File: src/dlmeb_pkg.sv
// package for the list-mode event builder: field widths, codes, control types
// no dependencies
package dlmeb_pkg;

    localparam int DEF_CHANNELS_PER_BOARD = 16;
    localparam int DEF_BOARDS_PER_CRATE   = 13;
    localparam int DEF_MAX_MULTIPLICITY   = 256;

    localparam int TS_W    = 48;
    localparam int WORD_W  = 32;
    localparam int POS_W   = 14;
    localparam int MULT_W  = 9;
    localparam int ID_W    = 13;
    localparam int EN_W    = 16;
    localparam int ODATA_W = 168;

    localparam logic [47:0] RST_EVENT_WINDOW = 48'd100;
    localparam logic [15:0] RST_ENERGY_DIV   = 16'd1;
    localparam logic [3:0]  RST_FIRST_SLOT   = 4'd2;

    typedef enum logic [1:0] {
        CFG_EVENT_WINDOW = 2'd0,
        CFG_ENERGY_DIV   = 2'd1,
        CFG_FIRST_SLOT   = 2'd2
    } t_cfg_index;

    typedef enum logic [1:0] {
        KIND_HEADER = 2'd0,
        KIND_TRACE  = 2'd1,
        KIND_CLOSE  = 2'd2,
        KIND_ERROR  = 2'd3
    } t_kind;

    typedef enum logic [1:0] {
        ST_IDLE  = 2'd0,
        ST_DIV   = 2'd1,
        ST_CLOSE = 2'd2,
        ST_HDR   = 2'd3
    } t_state;

    typedef struct packed {
        logic accept;
        logic start_div;
        logic load_close;
        logic load_hdr;
    } t_ctl_cmd;

    typedef struct packed {
        logic hdr_word;
        logic close_pend;
        logic div_busy;
        logic out_free;
    } t_dp_sts;

endpackage

File: src/dlmeb_div.sv
// iterative 16-bit unsigned divider, one quotient bit per cycle
// depends on dlmeb_pkg
module dlmeb_div (
    input  logic                      i_clk,
    input  logic                      i_rst_n,
    input  logic                      i_start,
    input  logic [dlmeb_pkg::EN_W-1:0] i_dividend,
    input  logic [dlmeb_pkg::EN_W-1:0] i_divisor,
    output logic                      o_busy,
    output logic [dlmeb_pkg::EN_W-1:0] o_quotient
);
    localparam int CNT_W = $clog2(dlmeb_pkg::EN_W + 1);

    logic [dlmeb_pkg::EN_W-1:0] r_rem, r_quo, r_dvs;
    logic [CNT_W-1:0]           r_cnt;
    logic                       r_busy;
    logic [dlmeb_pkg::EN_W:0]   rem_sh, diff;

    assign rem_sh = {r_rem, r_quo[dlmeb_pkg::EN_W-1]};
    assign diff   = rem_sh - {1'b0, r_dvs};

    always_ff @(posedge i_clk) begin
        if (!i_rst_n) begin
            r_busy <= 1'b0;
            r_cnt  <= '0;
        end else if (i_start) begin
            r_busy <= 1'b1;
            r_cnt  <= CNT_W'(dlmeb_pkg::EN_W);
        end else if (r_busy) begin
            r_cnt <= r_cnt - 1'b1;
            if (r_cnt == CNT_W'(1)) begin
                r_busy <= 1'b0;
            end
        end
    end

    always_ff @(posedge i_clk) begin
        if (i_start) begin
            r_rem <= '0;
            r_quo <= i_dividend;
            r_dvs <= (i_divisor == '0) ? dlmeb_pkg::EN_W'(1) : i_divisor;
        end else if (r_busy) begin
            if (!diff[dlmeb_pkg::EN_W]) begin
                r_rem <= diff[dlmeb_pkg::EN_W-1:0];
                r_quo <= {r_quo[dlmeb_pkg::EN_W-2:0], 1'b1};
            end else begin
                r_rem <= rem_sh[dlmeb_pkg::EN_W-1:0];
                r_quo <= {r_quo[dlmeb_pkg::EN_W-2:0], 1'b0};
            end
        end
    end

    assign o_busy     = r_busy;
    assign o_quotient = r_quo;
endmodule

File: src/dlmeb_dp.sv
// datapath: config registers, header decode, event window logic, output register
// depends on dlmeb_pkg and dlmeb_div
module dlmeb_dp #(
    parameter int CHANNELS_PER_BOARD = dlmeb_pkg::DEF_CHANNELS_PER_BOARD,
    parameter int BOARDS_PER_CRATE   = dlmeb_pkg::DEF_BOARDS_PER_CRATE,
    parameter int MAX_MULTIPLICITY   = dlmeb_pkg::DEF_MAX_MULTIPLICITY
) (
    input  logic                          i_clk,
    input  logic                          i_rst_n,
    input  dlmeb_pkg::t_ctl_cmd           i_cmd,
    output dlmeb_pkg::t_dp_sts            o_sts,
    input  logic                          i_cfg_valid,
    input  logic [1:0]                    i_cfg_addr,
    input  logic [47:0]                   i_cfg_data,
    input  logic                          i_action,
    input  logic [dlmeb_pkg::WORD_W-1:0]  i_word,
    input  logic                          i_out_ready,
    output logic                          o_out_valid,
    output logic [1:0]                    o_out_kind,
    output logic [dlmeb_pkg::ODATA_W-1:0] o_out_data
);
    localparam int MULT_CAP = (MAX_MULTIPLICITY > 511) ? 511 : MAX_MULTIPLICITY;
    localparam logic [12:0] CRATE_MUL = 13'(BOARDS_PER_CRATE * CHANNELS_PER_BOARD);
    localparam logic [12:0] SLOT_MUL  = 13'(CHANNELS_PER_BOARD);

    logic [47:0] r_window;
    logic [15:0] r_divisor;
    logic [3:0]  r_first_slot;

    logic [dlmeb_pkg::POS_W-1:0]  r_pos, r_se_words;
    logic [31:0]                  r_w0, r_tlo, r_thi, r_w3;
    logic [47:0]                  r_ref, r_ts;
    logic                         r_ref_valid, r_err, r_close_pend;
    logic [dlmeb_pkg::MULT_W-1:0] r_count, r_close_mult;
    logic [1:0]                   r_hdr_kind;

    logic                         r_out_valid;
    logic [1:0]                   r_out_kind;
    logic [dlmeb_pkg::ODATA_W-1:0] r_out_data;

    logic [47:0] ts_now, ts_diff;
    logic [4:0]  hlen;
    logic [4:0]  tstart;
    logic [13:0] elen_now;
    logic [14:0] trlen_now;
    logic [13:0] se_now;
    logic [dlmeb_pkg::MULT_W-1:0] count_inc;
    logic        div_busy;
    logic [15:0] quotient;
    logic [12:0] det_id;
    logic        out_free;

    assign out_free  = !r_out_valid || i_out_ready;
    assign hlen      = r_w0[16:12];
    assign tstart    = (hlen > 5'd4) ? hlen : 5'd4;
    assign ts_now    = {r_thi[15:0], r_tlo};
    assign ts_diff   = ts_now - r_ref;
    assign elen_now  = r_w0[30:17];
    assign trlen_now = i_word[30:16];
    assign se_now    = (hlen == 5'd4 && trlen_now[14:1] == '0) ? 14'd4 : elen_now;
    assign count_inc = (r_count < dlmeb_pkg::MULT_W'(MULT_CAP)) ? r_count + 1'b1 : r_count;
    assign det_id    = 13'(r_w0[11:8]) * CRATE_MUL
                     + (13'(r_w0[7:4]) - 13'(r_first_slot)) * SLOT_MUL + 13'(r_w0[3:0]);

    dlmeb_div u_div (
        .i_clk      (i_clk),
        .i_rst_n    (i_rst_n),
        .i_start    (i_cmd.start_div),
        .i_dividend (i_word[15:0]),
        .i_divisor  (r_divisor),
        .o_busy     (div_busy),
        .o_quotient (quotient)
    );

    always_ff @(posedge i_clk) begin
        if (!i_rst_n) begin
            r_window     <= dlmeb_pkg::RST_EVENT_WINDOW;
            r_divisor    <= dlmeb_pkg::RST_ENERGY_DIV;
            r_first_slot <= dlmeb_pkg::RST_FIRST_SLOT;
        end else if (i_cfg_valid) begin
            case (i_cfg_addr)
                dlmeb_pkg::CFG_EVENT_WINDOW: r_window     <= i_cfg_data;
                dlmeb_pkg::CFG_ENERGY_DIV:   r_divisor    <= i_cfg_data[15:0];
                dlmeb_pkg::CFG_FIRST_SLOT:   r_first_slot <= i_cfg_data[3:0];
                default: ;
            endcase
        end
    end

    always_ff @(posedge i_clk) begin
        if (!i_rst_n) begin
            r_pos        <= '0;
            r_se_words   <= '0;
            r_w0         <= '0;
            r_tlo        <= '0;
            r_thi        <= '0;
            r_ref        <= '0;
            r_ref_valid  <= 1'b0;
            r_count      <= '0;
            r_err        <= 1'b0;
            r_close_pend <= 1'b0;
            r_hdr_kind   <= dlmeb_pkg::KIND_HEADER;
        end else if (i_cmd.accept && !r_err) begin
            if (i_action) begin
                r_pos <= '0;
                if (r_ref_valid) begin
                    r_ref_valid <= 1'b0;
                    r_count     <= '0;
                end
            end else begin
                case (r_pos)
                    14'd0: begin
                        r_w0  <= i_word;
                        r_pos <= 14'd1;
                    end
                    14'd1: begin
                        r_tlo <= i_word;
                        r_pos <= 14'd2;
                    end
                    14'd2: begin
                        r_thi <= i_word;
                        r_pos <= 14'd3;
                    end
                    14'd3: begin
                        r_close_pend <= 1'b0;
                        r_hdr_kind   <= dlmeb_pkg::KIND_HEADER;
                        if (r_ref_valid && ts_now < r_ref) begin
                            r_err      <= 1'b1;
                            r_hdr_kind <= dlmeb_pkg::KIND_ERROR;
                            r_pos      <= '0;
                        end else begin
                            if (!r_ref_valid) begin
                                r_ref_valid <= 1'b1;
                                r_ref       <= ts_now;
                                r_count     <= dlmeb_pkg::MULT_W'(1);
                            end else if (ts_diff > r_window) begin
                                r_close_pend <= 1'b1;
                                r_ref        <= ts_now;
                                r_count      <= dlmeb_pkg::MULT_W'(1);
                            end else begin
                                r_count <= count_inc;
                            end
                            r_se_words <= se_now;
                            r_pos      <= (se_now > 14'd4) ? 14'd4 : 14'd0;
                        end
                    end
                    default: begin
                        if (r_pos + 1'b1 >= r_se_words) begin
                            r_pos <= '0;
                        end else begin
                            r_pos <= r_pos + 1'b1;
                        end
                    end
                endcase
            end
        end
    end

    always_ff @(posedge i_clk) begin
        if (i_cmd.accept && !r_err && !i_action && r_pos == 14'd3) begin
            r_ts         <= ts_now;
            r_w3         <= i_word;
            r_close_mult <= r_count;
        end
    end

    always_ff @(posedge i_clk) begin
        if (!i_rst_n) begin
            r_out_valid <= 1'b0;
        end else if (i_cmd.load_close || i_cmd.load_hdr) begin
            r_out_valid <= 1'b1;
        end else if (i_cmd.accept && !r_err && i_action && r_ref_valid) begin
            r_out_valid <= 1'b1;
        end else if (i_cmd.accept && !r_err && !i_action && r_pos > 14'd3
                     && r_pos >= 14'(tstart)) begin
            r_out_valid <= 1'b1;
        end else if (i_out_ready) begin
            r_out_valid <= 1'b0;
        end
    end

    always_ff @(posedge i_clk) begin
        if (i_cmd.load_close) begin
            r_out_kind <= dlmeb_pkg::KIND_CLOSE;
            r_out_data <= {4'd0, r_close_mult, 155'd0};
        end else if (i_cmd.load_hdr) begin
            r_out_kind <= r_hdr_kind;
            r_out_data <= {4'd0, 9'd0, 14'd0, 14'd0, r_w3[30:16], quotient,
                           r_thi[30:16], r_ts, r_w0[31], r_w0[30:17], r_w0[16:12], det_id};
        end else if (i_cmd.accept && i_action) begin
            r_out_kind <= dlmeb_pkg::KIND_CLOSE;
            r_out_data <= {4'd0, r_count, 155'd0};
        end else if (i_cmd.accept) begin
            r_out_kind <= dlmeb_pkg::KIND_TRACE;
            r_out_data <= {4'd0, 9'd0, i_word[29:16], i_word[13:0], 127'd0};
        end
    end

    assign o_sts.hdr_word   = !i_action && !r_err && r_pos == 14'd3;
    assign o_sts.close_pend = r_close_pend;
    assign o_sts.div_busy   = div_busy;
    assign o_sts.out_free   = out_free;

    assign o_out_valid = r_out_valid;
    assign o_out_kind  = r_out_kind;
    assign o_out_data  = r_out_data;
endmodule

File: src/dlmeb_ctrl.sv
// controller: sequences header decode, divide and up to two results per request
// depends on dlmeb_pkg
module dlmeb_ctrl (
    input  logic                i_clk,
    input  logic                i_rst_n,
    input  logic                i_in_valid,
    output logic                o_in_ready,
    input  dlmeb_pkg::t_dp_sts  i_sts,
    output dlmeb_pkg::t_ctl_cmd o_cmd
);
    dlmeb_pkg::t_state r_state, n_state;

    always_ff @(posedge i_clk) begin
        if (!i_rst_n) begin
            r_state <= dlmeb_pkg::ST_IDLE;
        end else begin
            r_state <= n_state;
        end
    end

    always_comb begin
        n_state    = r_state;
        o_cmd      = '0;
        o_in_ready = 1'b0;
        case (r_state)
            dlmeb_pkg::ST_IDLE: begin
                o_in_ready   = i_sts.out_free;
                o_cmd.accept = i_in_valid && i_sts.out_free;
                if (o_cmd.accept && i_sts.hdr_word) begin
                    o_cmd.start_div = 1'b1;
                    n_state         = dlmeb_pkg::ST_DIV;
                end
            end
            dlmeb_pkg::ST_DIV: begin
                if (!i_sts.div_busy) begin
                    n_state = i_sts.close_pend ? dlmeb_pkg::ST_CLOSE : dlmeb_pkg::ST_HDR;
                end
            end
            dlmeb_pkg::ST_CLOSE: begin
                if (i_sts.out_free) begin
                    o_cmd.load_close = 1'b1;
                    n_state          = dlmeb_pkg::ST_HDR;
                end
            end
            dlmeb_pkg::ST_HDR: begin
                if (i_sts.out_free) begin
                    o_cmd.load_hdr = 1'b1;
                    n_state        = dlmeb_pkg::ST_IDLE;
                end
            end
            default: n_state = dlmeb_pkg::ST_IDLE;
        endcase
    end

`ifndef NO_ASSERTIONS
    a_load_free: assert property (@(posedge i_clk) disable iff (!i_rst_n)
        (o_cmd.load_close || o_cmd.load_hdr) |-> i_sts.out_free)
        else $error("result loaded while output slot full");
    a_ready_idle: assert property (@(posedge i_clk) disable iff (!i_rst_n)
        o_in_ready |-> r_state == dlmeb_pkg::ST_IDLE)
        else $error("request taken outside idle");
    a_div_start: assert property (@(posedge i_clk) disable iff (!i_rst_n)
        o_cmd.start_div |=> (r_state == dlmeb_pkg::ST_DIV && i_sts.div_busy))
        else $error("divider not running after header");
    a_close_then_hdr: assert property (@(posedge i_clk) disable iff (!i_rst_n)
        o_cmd.load_close |=> r_state == dlmeb_pkg::ST_HDR)
        else $error("close not followed by header");
`endif
endmodule

File: src/digitizer_list_mode_event_builder.sv
// top level of the list-mode event builder: controller plus datapath
// depends on dlmeb_pkg, dlmeb_ctrl, dlmeb_dp
//
// channel  | signals                         | payload
// s_axis   | tvalid tready tdata tuser       | tdata word[31:0], tuser action
// m_axis   | tvalid tready tdata tuser       | tdata result fields, tuser kind
// cfg      | i_cfg_valid o_cfg_ready addr    | i_cfg_data register value
//
// data, trace and sum words pass while the output register is free; a fourth header
// word starts the bit-serial 16-bit energy divider; input waits for its results
// a header that closes an event gives two results, close first
// reset is synchronous active low and clears all control state
// a stalled m_axis holds input back once the output register is full
module digitizer_list_mode_event_builder #(
    parameter int CHANNELS_PER_BOARD = dlmeb_pkg::DEF_CHANNELS_PER_BOARD,
    parameter int BOARDS_PER_CRATE   = dlmeb_pkg::DEF_BOARDS_PER_CRATE,
    parameter int MAX_MULTIPLICITY   = dlmeb_pkg::DEF_MAX_MULTIPLICITY
) (
    input  logic                          i_clk,
    input  logic                          i_rst_n,
    input  logic                          s_axis_tvalid,
    output logic                          s_axis_tready,
    input  logic [31:0]                   s_axis_tdata,  // word[31:0]
    input  logic                          s_axis_tuser,  // action
    output logic                          m_axis_tvalid,
    input  logic                          m_axis_tready,
    // detector_id[12:0] hdr_len[17:13] event_length[31:18] finish_code[32]
    // timestamp[80:33] cfd_time[95:81] energy[111:96] trace_length[126:112]
    // sample_first[140:127] sample_second[154:141] multiplicity[163:155] zero[167:164]
    output logic [dlmeb_pkg::ODATA_W-1:0] m_axis_tdata,
    output logic [1:0]                    m_axis_tuser,  // kind
    input  logic                          i_cfg_valid,
    output logic                          o_cfg_ready,
    input  logic [1:0]                    i_cfg_addr,
    input  logic [47:0]                   i_cfg_data
);
    dlmeb_pkg::t_ctl_cmd cmd;
    dlmeb_pkg::t_dp_sts  sts;

    assign o_cfg_ready = 1'b1;

    dlmeb_ctrl u_ctrl (
        .i_clk      (i_clk),
        .i_rst_n    (i_rst_n),
        .i_in_valid (s_axis_tvalid),
        .o_in_ready (s_axis_tready),
        .i_sts      (sts),
        .o_cmd      (cmd)
    );

    dlmeb_dp #(
        .CHANNELS_PER_BOARD (CHANNELS_PER_BOARD),
        .BOARDS_PER_CRATE   (BOARDS_PER_CRATE),
        .MAX_MULTIPLICITY   (MAX_MULTIPLICITY)
    ) u_dp (
        .i_clk       (i_clk),
        .i_rst_n     (i_rst_n),
        .i_cmd       (cmd),
        .o_sts       (sts),
        .i_cfg_valid (i_cfg_valid),
        .i_cfg_addr  (i_cfg_addr),
        .i_cfg_data  (i_cfg_data),
        .i_action    (s_axis_tuser),
        .i_word      (s_axis_tdata),
        .i_out_ready (m_axis_tready),
        .o_out_valid (m_axis_tvalid),
        .o_out_kind  (m_axis_tuser),
        .o_out_data  (m_axis_tdata)
    );
endmodule
File: config.mk
export PLATFORM = sky130hd
export DESIGN_NAME = digitizer_list_mode_event_builder
export DESIGN_NICKNAME = d
export VERILOG_FILES = /design/src/dlmeb_pkg.sv /design/src/dlmeb_div.sv /design/src/dlmeb_dp.sv /design/src/dlmeb_ctrl.sv /design/src/digitizer_list_mode_event_builder.sv
export SDC_FILE = /design/constraint.sdc
export NUM_CORES = 1
export LEC_CHECK = 0
export BUFFER_PORTS_ARGS = -buffer_cell sky130_fd_sc_hd__buf_4
export CAP_MARGIN = 25
export CORE_ASPECT_RATIO = 1.5
export CORE_MARGIN = 2
export CORE_UTILIZATION = 38
export CTS_BUF_LIST = sky130_fd_sc_hd__clkbuf_8
export CTS_CLUSTER_DIAMETER = 30
export DETAILED_ROUTE_END_ITERATION = 10
export MAX_ROUTING_LAYER = met4
export SLEW_MARGIN = 20
export SYNTH_ARGS = -nofsm -noshare
export SYNTH_HDL_FRONTEND = slang
export SYNTH_HIERARCHICAL = 1
export SYNTH_SLANG_ARGS = --single-unit
File: constraint.sdc
create_clock -name i_clk -period 6 [get_ports i_clk]
set_input_delay 0.6 -clock i_clk [delete_from_list [all_inputs] [get_ports i_clk]]
set_output_delay 0.6 -clock i_clk [all_outputs]
set_load 0.05 [all_outputs]
# Word-level counts from Yosys, hierarchy flattened
# Cells that the tools add are included.
dict set report totals {
  ff_bits 564
  inputBits 88
  out_inout_bits 173
  word_cells 166
}
dict set report classes {
  addsub 8
  mul 1
  n_lt_le_gt_ge 8
  n_eq_ne 18
  n_mux 55
  n_bitwise 3
  reduce_logical 44
}
# cell count
set ops {}
lappend ops {{$mux W164} 4}
lappend ops {{$mux W48} 2}
lappend ops {{$mux W9} 7}
lappend ops {{$mux W14} 4}
lappend ops {{$pmux W14 S4} 1}
lappend ops {{$gt A48 B48 Y1} 1}
lappend ops {{$lt A48 B48 Y1} 1}
lappend ops {{$mux W16} 3}
lappend ops {{$sub A48 B48 Y48} 1}
lappend ops {{$eq A14 B2 Y1 const B} 2}
lappend ops {{$logic_not A14 Y1} 2}
lappend ops {{$mux W1} 20}
lappend ops {{$mux W2} 9}
lappend ops {{$sub A17 B16 Y17} 1}
lappend ops {{$logic_not A16 Y1} 1}
lappend ops {{$mux W5} 3}
lappend ops {{$reduce_and A3 Y1} 5}
lappend ops {{$add A14 B1 Y14 const B} 1}
lappend ops {{$eq A14 B1 Y1 const B} 1}
lappend ops {{$ge A14 B14 Y1} 1}
lappend ops {{$ge A14 B5 Y1} 1}
lappend ops {{$gt A14 B2 Y1 const B} 1}
lappend ops {{$gt A14 B3 Y1 const B} 1}
lappend ops {{$logic_and A1 B1 Y1} 14}
lappend ops {{other kinds (29)} 50}

# Longest topological paths before layout
# Gate-level depths: netlist (run 1).
dict set report logic_depth {
  ltp_word 13
  ltp_mapped 25
}

# Hierarchy
# The synthesis (run 1) kept the hierarchy.
# module instances cells_per_inst area_per_inst_um2 seq_area_each_um2
set by_module_without_submodules {}
lappend by_module_without_submodules {dlmeb_dp 1 2438 22226.3 10640.2}
lappend by_module_without_submodules {dlmeb_div 1 295 3173.0 1401.3}
lappend by_module_without_submodules {dlmeb_ctrl 1 25 241.5 40.0}
lappend by_module_without_submodules {digitizer_list_mode_event_builder 1 2 11.3 0.0}

# Worst setup path after synthesis (run 1)
# OpenSTA, ideal clock, no wires.
dict set report synth_timing {
  path_kind {register to register}
  from {reg u_dp.r_tlo[0]}
  to {reg u_dp.r_ref[34]}
  setup_ns 0.143
  arrival_time_ns 4.558
  t_required_ns 5.857
  setup_slack_ns 1.298
  stages_incl_launch_ff 26
  period_less_slack_ns 4.702
  cell_sequence {dfxtp_1 > inv_1 > ha_1 > inv_1 > fa_1 > a211oi_1 > nor2_1 > a31o_2 > nor4b_4 > o31ai_2 > a2111oi_4 > nor2b_1 > a21oi_1 > xnor2_1 > ha_1 > nand4_1 > nor3_1 > a22oi_1 > o211ai_1 > o21ai_0 > nor2_1 > o21ai_2 > buf_2 > buf_2 > nand2_1 > a21oi_2}
}
dict set report synth_between {
  elab_chain_len 4
  elab_cells_between_ends 7
  cone_classes {add/sub: 1; order compare: 2; eq/ne: 1; bitwise: 1; reduce/logical: 2}
}
# element line_no
set synth_lines {}
lappend synth_lines {{start, declared} dlmeb_dp.sv:31} ;# logic [31:0] r_w0, r_tlo, r_thi, r_w3;
lappend synth_lines {{start signal, assigned} dlmeb_dp.sv:117} ;# r_tlo <= i_word;
lappend synth_lines {{$sub A48 B48 Y48 or $lt A48 B48 Y1 (tied branches)} {dlmeb_dp.sv:57, dlmeb_dp.sv:127}}
lappend synth_lines {{$gt A48 B48 Y1 or $logic_and A1 B1 Y1 (tied branches)} {dlmeb_dp.sv:136, dlmeb_dp.sv:127}}
lappend synth_lines {{$ne A2 B2 Y1 (no line) or $not A1 Y1 (tied branches)} n/a}
lappend synth_lines {{$reduce_and A5 Y1 (no line) (*)} n/a}
lappend synth_lines {{end signal, assigned} dlmeb_dp.sv:134} ;# r_ref <= ts_now;
lappend synth_lines {{end signal, assigned} dlmeb_dp.sv:138} ;# r_ref <= ts_now;
lappend synth_lines {{end, declared} dlmeb_dp.sv:32} ;# logic [47:0] r_ref, r_ts;
# Mark *: on every way between the ends. The rest lies on a longest branch, timed or not.
# A chain may end at the register's enable or synchronous reset.

# Worst setup path after layout (run 1)
dict set report layout_timing {
  from {reg u_dp.r_tlo[0]}
  to {reg u_dp.r_ref[16]}
}
# Same word-level chain as after synthesis.

==> results.txt, run 1 <==
----------------------------------------------------
[Floorplan]
  Placement row count ... 116
  Die span in y ... 322.2 µm
  Total die area ... 69640 µm²
  Placeable core region ... 66760 µm²
  I/O pin count ... 261
  Horiz. Die Dim ... 216.1 µm
  Initial core utilization ... 38.42%

[Detailed routing]
  Post-detailed-route DRC marker count ... 0
  Total wirelength of the detailed-routed design ... 80.98 mm
  Antenna violation net count after detailed routing ... 0
  First-pass DRT Iterations ... 6
  Routed length per placed instance ... 20.41 µm
  Via-per-instance ratio ... 5.324
  Vias ... 21120
  Initial DRC Count ... 1566

[Synth]
  Synthesized-area fraction occupied by and/or/nand/nor cells ... 15.01%
  Share of the synthesized area in the top cell type ... 33.87%
  Async S/R FF share, synth ... 0%
  Post-Synthesis Cell Area ... 25650 µm²
  Synthesis-stage register bit count ... 547
  Dominant cells by area after synthesis ... dfxtp_1, edfxtp_1, ha_1, nand2_1, a21oi_1
  Count of distinct cell types in the synthesized netlist ... 97
  Synthesis warning total ... 6
  Top FF cell, synth ... dfxtp_1
  Number of synthesized flops with an enable pin ... 113
  Top cell type by total area after synthesis ... dfxtp_1
  Average cell area after synthesis ... 9.294 µm²
  Combinational family with the most area after synthesis ... compound AO/OA/AOI/OAI gates
  Proportion of synthesized chip area in sequential cells ... 47.10%
  Synthesized-area fraction occupied by xor and xnor cells ... 2.697%
  Syn Inst Count ... 2760
  Multiplexer area fraction after synthesis ... 2.536%
  Fraction of the mapped netlist area in compound gates ... 18.55%
  Synth Area in Adders ... 8.536%

[Clocking]
  Clock Root Buffer ... clkbuf_8
  Post-CTS Setup Repair Bufs ... 0
  Deepest level of the CTS H-tree ... 3
  Sink count of the clock tree ... 547
  CTS buffer count ... 99
  Clock insertion delay at the later pin of the skew report ... 0.73 ns
  Clock tree from TritonCTS ... done
  CTS clk-pin slew, worst paths ... 0.06 ns
  Max clock buf depth ... 3
  CTS Hold Bufs ... 0

[GRT]
  Pin count of the biggest net entering global routing ... 164
  Via count of the first global-routing pass ... 20860
  Global-route wire length before repair ... 122.2 mm
  Number of antenna violations at the first check in global routing ... 2
  Total track usage ... 23.44%
  GR Overflow Total ... 0

[STA]
  Worst Tran Pin Value ... 1.058 ns
  Final setup slack of the worst path ... 0.3424 ns
  Worst max-slew margin expressed relative to the limit ... 29.49%
  Portion of the clock cycle consumed by the worst path in the final layout ... 94.29%
  Largest clock skew in the final design ... 0.04403 ns
  Count of endpoints failing hold in the final timing report ... 0
  Final min period ... 5.658 ns
  Final max-slew violation count ... 0
  Worst hold slack across all endpoints ... 0.1220 ns
  Maximum achievable frequency ... 176.8 MHz
  RSZ-0062 raised after global routing ... no
  Number of setup violations in the final report ... 0
  Summed negative setup slack over all endpoints ... 0 ns

[Cells and area]
  Post-layout nets ... 3254
  Layout fillers ... 6486
  Storage cell area ... 12080 µm²
  Area growth syn-to-layout ... 19.30%
  Fraction of layout instances using a drive strength above 1 ... 18.24%
  Area of combinational cells with multiple inputs ... 12190 µm²
  Finished Layout Cells ... 3967

[Worst setup path]
  Slowest stage cell on the critical path ... o21ai_1
  Crit start category ... flop
  Peak per-stage delay on the critical path ... 0.44 ns
  CP cell instances ... inv_1, ha_1, inv_1, fa_1, a211oi_1, nor2_1, a31o_2, nor4b_4, o31ai_2, a2111oi_4, nor2b_1, a21oi_1, xnor2_1, ha_1, nand4_1, nor2_1, a22oi_1, o211ai_1, o21ai_1, nor2_1, o21ai_2, buf_12, nand2_1, a21oi_1
  Buffers plus inverters on the worst setup path ... 3
  Critical Path Sink Type ... flop
  Family with the most delay on the worst path ... compound AO/OA/AOI/OAI gates
  Largest fanout on the critical path ... 48
  Most frequent CP cell ... nor2_1
  Data required time of the critical path ... 6.61 ns
  Worst R2R Setup Slack ... 0.34 ns
  Worst EP arrival ... 6.27 ns
  CP Class ... flop to flop

[Flow run]
  Max-cap viol count ... 0

[Placed design]
  Post-detail-place hpwl ... 59.45 mm
  Number of I/O port buffers ... 255
  Post-placement worst setup slack ... 0.2994 ns
  Cell count after placement ... 3777
  GPL Wtd Cong ... 0.9530

[Power]
  Static Leakage ... 12.65 nW
  Largest vdd supply drop ... 155.6 µV
  Design Power ... 0.009151 W
  Power per cell area ... 299.0 nW/µm²

[Outcome]
  Result of the run ... completed

[Worst hold path]
  Worst min-delay path class ... input port to flop

----------------------------------------------------
[area by class of cell]
type / instances / area share [%]
clock inverter: 67 / 1.954
multi-input combinational: 1877 / 39.84
antenna: 1 / 0.008177
inverter: 181 / 2.236
sequential: 547 / 39.48
timing repair buffer: 288 / 7.425
tap: 885 / 3.618
clock buffer: 121 / 5.442
[through the flow]
stage          area [µm²]  utilization, %
2_1_floorplan       25660               -
3_5_place_dp        28310           42.40
4_1_cts             30570           45.79
5_1_grt             30600           45.84
6_report            30600           45.84
3_3_place_gp        28230           42.29
[cells in the final DEF, fill, tap and decap left out, types with 8 or more instances in the layout]
| cell type | count |
|---|---|
| clkinv_2 | 14 |
| nand3_1 | 50 |
| dfxtp_1 | 434 |
| nand2b_1 | 15 |
| nor2b_1 | 23 |
| and3_1 | 15 |
| a21oi_1 | 309 |
| nor4_1 | 16 |
| and2_1 | 8 |
| xnor2_1 | 49 |
| a31oi_1 | 12 |
| nand3b_1 | 9 |
| a211oi_1 | 15 |
| o211ai_1 | 18 |
| edfxtp_1 | 113 |
| a21o_1 | 36 |
| xor2_1 | 30 |
| nor2_1 | 113 |
| a21oi_2 | 20 |
| o21bai_1 | 8 |
| mux2_2 | 16 |
| clkinv_4 | 8 |
| buf_4 | 280 |
| ha_1 | 167 |
| nand2_2 | 23 |
| a22o_1 | 138 |
| mux2i_1 | 47 |
| nand2_1 | 493 |
| clkbuf_8 | 121 |
| o21ai_0 | 59 |
| inv_6 | 10 |
| o21a_1 | 17 |
| nand4_1 | 28 |
| nor3_1 | 16 |
| inv_1 | 199 |
| bufinv_16 | 8 |
[logic make-up after synthesis]
group                      count (synthesis)
and+or+nand+nor                          854
AOI/OAI and AO/OA                        704
DFF                                      547
buffers and inverters                    339
adders and majority gates                172
xor gates and xnor gates                  79
muxes                                     63
other                                      2
[registers in the layout, summed over array words and instances (netlist names), 2 cells and up]
register,count
u_dp/o_out_data,164
u_dp/r_ref,48
u_dp/r_ts,48
u_dp/r_window,48
u_dp/r_tlo,32
u_dp/r_w0,32
u_dp/r_thi,31
u_dp/r_divisor,16
u_dp/u_div/o_quotient,16
u_dp/u_div/r_dvs,16
u_dp/u_div/r_rem,16
u_dp/r_w3,15
u_dp/r_pos,14
u_dp/r_se_words,14
u_dp/r_close_mult,9
u_dp/r_count,9
u_dp/u_div/r_cnt,5
u_dp/r_first_slot,4
u_ctrl/r_state,2
u_dp/o_out_kind,2
[synth_stat cells (7+ instances only)]
library cell,count
buf_4,9
a211oi_1,15
nor4_1,17
nor2b_1,24
buf_2,11
o21ai_0,60
and2_1,9
xor2_1,30
a21oi_2,20
ha_1,167
edfxtp_1,113
a21oi_1,309
or3_1,7
xnor2_1,49
buf_1,10
a31oi_1,12
a22o_1,138
dfxtp_1,434
nand2b_1,15
nand3b_1,9
mux2_2,16
inv_1,180
clkbuf_1,120
nand4_1,28
o211ai_1,18
nor2_1,113
a21o_1,36
mux2i_1,47
o21bai_1,8
nand2_1,495
o21a_1,17
nand3_1,50
and3_1,15
nand2_2,21
a22oi_1,7
nor3_1,17
[repair_timing]
action,CTS,global route
hold endpoints to repair,0,0
resized for setup,0,2
setup endpoints to repair,0,57
[power breakdown]
group          internal (W)  total (W)  leakage, nW  switching [W]
sequential          0.00382    0.00388         4.64      0.0000623
clock               0.00222    0.00390         1.23        0.00168
combinational      0.000493    0.00137         6.78       0.000878
total               0.00653    0.00915         12.6        0.00262
[tightest hold or removal path: stages]
cell	delay [ns]
buf_4	0.11
nand2_1	0.04
a21oi_1	0.05
[worst paths after layout]
check	start	endpoint	cells past startpoint
setup / recovery	u_dp/r_tlo[0]	u_dp/r_ref[16]	24
hold / removal	i_cfg_data[42]	u_dp/r_window[42]	3
setup reg to reg	u_dp/r_tlo[0]	u_dp/r_ref[16]	24
hold reg to reg	u_dp/r_ref[24]	u_dp/r_ref[24]	2
[metal layers]
| layer | wire (µm) | up-vias | track usage, % | part of all wire, % |
|---|---|---|---|---|
| met2 | 40420 | 728 | 39.92 | 50 |
| li1 | - | 10110 | - | - |
| met4 | 4661 | 0 | 13.71 | 5.8 |
| met5 | 0 | - | - | 0 |
| met1 | 31570 | 10080 | 26.23 | 39 |
| met3 | 4320 | 202 | 3.206 | 5.3 |
(Power assumes the default switching activity.)
==> inputs of run 2 (changes only) <==
- clock period: 6 -> 6.1 ns (I/O delays scaled with it)
==> run 2 against run 1 <==
Effect of this change:
- die area did not move
- global-route usage rose by 0.060 points
- utilization rose by 0.12 points
- via count fell by 0.42%
- register-to-register slack improved by 0.03 ns
- count of clock-buffer cells in the layout fell by 11
==> results.txt, run 2 (synthesized netlist as in run 1, its figures left out) <==
----------------------------------------------------
[Clocking]
  Clock insertion delay at the later pin of the skew report ... 0.72 ns
  Max clock buf depth ... 3
  Clock tree from TritonCTS ... done
  Deepest level of the CTS H-tree ... 3
  Post-CTS Setup Repair Bufs ... 0
  CTS clk-pin slew, worst paths ... 0.06 ns
  CTS buffer count ... 95
  Sink count of the clock tree ... 547
  Clock Root Buffer ... clkbuf_8

[Worst hold path]
  Worst min-delay path class ... input port to flop

[Outcome]
  Result of the run ... completed

[Floorplan]
  Initial core utilization ... 38.42%
  Placeable core region ... 66760 µm²
  Total die area ... 69640 µm²
  Die span in y ... 322.2 µm
  Horiz. Die Dim ... 216.1 µm
  I/O pin count ... 261
  Placement row count ... 116

[Worst setup path]
  Number of cells on the critical path ... 24
  Data required time of the critical path ... 6.70 ns
  Largest fanout on the critical path ... 48
  Family with the most delay on the worst path ... compound AO/OA/AOI/OAI gates
  Worst R2R Setup Slack ... 0.37 ns
  CP cell instances ... inv_1, ha_1, inv_1, fa_1, a211oi_1, nor2_1, a31o_2, nor4b_4, o31ai_2, a2111oi_4, nor2b_1, a41oi_2, xnor2_1, ha_1, nand4_1, nor3_1, a22oi_1, o211ai_1, o21ai_0, nor2_2, o21ai_2, buf_12, nand2_1, a21oi_1
  Capture point of the worst path ... u_dp/r_ref[23]
  CP Class ... flop to flop
  Peak per-stage delay on the critical path ... 0.67 ns
  Critical Path Sink Type ... flop
  Crit start category ... flop
  Crit path launch ... u_dp/r_tlo[0]
  End of the worst register-to-register path ... u_dp/r_ref[23]
  Buffers plus inverters on the worst setup path ... 3
  Worst r2r path cells ... 24
  Slowest stage cell on the critical path ... o21ai_0
  Critical R2R Launch ... u_dp/r_tlo[0]
  Worst EP arrival ... 6.32 ns

[Power]
  Part of the total power dissipated in sequential elements ... 41.3%
  Largest vdd supply drop ... 200.5 µV
  Power spent charging and discharging nets ... 0.002533 W
  Switching Fraction ... 27.39%
  Relative contribution of combinational cells to total power ... 14.5%
  Static Leakage ... 12.67 nW
  Design Power ... 0.009249 W
  Internal ... 0.006716 W
  Clock Power Share ... 44.2%
  Power per cell area ... 301.5 nW/µm²

[STA]
  Worst Tran Pin Value ... 1.041 ns
  Final setup slack of the worst path ... 0.3723 ns
  Final min period ... 5.728 ns
  Summed negative setup slack over all endpoints ... 0 ns
  Largest clock skew in the final design ... 0.06181 ns
  Worst max-slew margin expressed relative to the limit ... 30.62%
  Number of setup violations in the final report ... 0
  Maximum achievable frequency ... 174.6 MHz
  Final max-slew violation count ... 0
  Portion of the clock cycle consumed by the worst path in the final layout ... 93.90%
  RSZ-0062 raised after global routing ... no
  Count of endpoints failing hold in the final timing report ... 0

[Flow run]
  Max-cap viol count ... 0

[Cells and area]
  Area of all placed cells without fillers ... 30680 µm²
  Final core occ ... 45.96%
  Fraction of layout instances using a drive strength above 1 ... 17.82%
  Commonest non-fill, non-tap cell in the layout ... nand2_1
  Commonest cells after routing, fill and taps aside ... nand2_1, dfxtp_1, a21oi_1, buf_4, inv_1
  Area growth syn-to-layout ... 19.61%
  Layout fillers ... 6385
  Post-layout nets ... 3248
  Largest register FFs ... 164

[Placed design]
  Post-placement cell area ... 28270 µm²
  Number of I/O port buffers ... 255
  Post-detail-place hpwl ... 59.28 mm
  Post-placement worst setup slack ... 0.3564 ns
  GPL Wtd Cong ... 0.9453

[Detailed routing]
  Vias ... 21030
  Antenna violation net count after detailed routing ... 0
  Initial DRC Count ... 1382
  Total wirelength of the detailed-routed design ... 81.26 mm
  Routed length per placed instance ... 20.55 µm
  Via-per-instance ratio ... 5.318
  First-pass DRT Iterations ... 5
  Post-detailed-route DRC marker count ... 0

[GRT]
  Total track usage ... 23.50%
  Global-route wire length before repair ... 122.6 mm
  Pin count of the biggest net entering global routing ... 167
  Via count of the first global-routing pass ... 20790
  GR Overflow Total ... 0
  Number of antenna violations at the first check in global routing ... 3

----------------------------------------------------
run 2: worst register-to-register path, delay by kind of cell, from the launching register on:
| family | cells | cell delay (ns) |
|---|---|---|
| XOR/XNOR | 1 | 0.15 |
| AO/OA/AOI/OAI | 10 | 2.71 |
| flip-flops | 1 | 0.33 |
| buffers and inverters | 3 | 0.39 |
| AND/OR/NAND/NOR | 7 | 1.19 |
| adder cells (fa/ha/maj) | 3 | 0.86 |
run 2: per-stage QoR:
step                instances  hold slack, ns
floorplan                2763          0.4319
detailed placement       3774          0.4399
global placement         3772          0.4385
finish                   3955          0.1511
CTS                      3952         0.09605
global route             3955          0.1244
run 2: routing by layer:
layer  up-vias  part of all wire [%]  global-route usage, %
li1      10080                     -                      -
met1     10120                    40                  26.36
met2       650                    50                  40.41
met3       187                   4.9                  3.253
met4         0                   5.2                  12.69
met5         -                     0                      -
run 2: power groups by stage:
| stage | Sequential [W] | Clock, W | Combinational, W |
|---|---|---|---|
| detailed placement | 0.00390 | 0 | 0.00132 |
| floorplan | 0.00397 | 0 | 0.000816 |
| global route | 0.00382 | 0.00435 | 0.00146 |
| CTS | 0.00382 | 0.00418 | 0.00133 |
| finish | 0.00382 | 0.00409 | 0.00134 |
| global placement | 0.00389 | 0 | 0.00129 |
run 2: what timing repair did:
action                                  in CTS  in global routing
hold buffers                                 0                  0
endpoints found under the setup margin       0                  2
gates resized for setup                      0                  1
run 2: worst min-delay path by stage:
stage                                      to  cells past startpoint      startpoint
final                       u_dp/r_window[40]                      3  i_cfg_data[40]
after floorplan                u_dp/r_ref[10]                      2  u_dp/r_ref[10]
after CTS                   u_dp/r_window[40]                      3  i_cfg_data[40]
after global placement          u_dp/r_ref[1]                      2   u_dp/r_ref[1]
after detailed placement  u_dp/o_out_data[34]                      1    u_dp/r_ts[1]
after global routing        u_dp/r_window[40]                      3  i_cfg_data[40]
run 2: final cells by class:
type,instances,area (µm²),share of cell area [%]
tap,885,1107,3.609
clock buffer,110,1514,4.934
multi-input combinational,1877,12190,39.73
sequential,547,12080,39.38
clock inverter,68,840.8,2.740
timing repair buffer,286,2262,7.373
antenna,1,2.502,0.008156
inverter,181,684.4,2.231
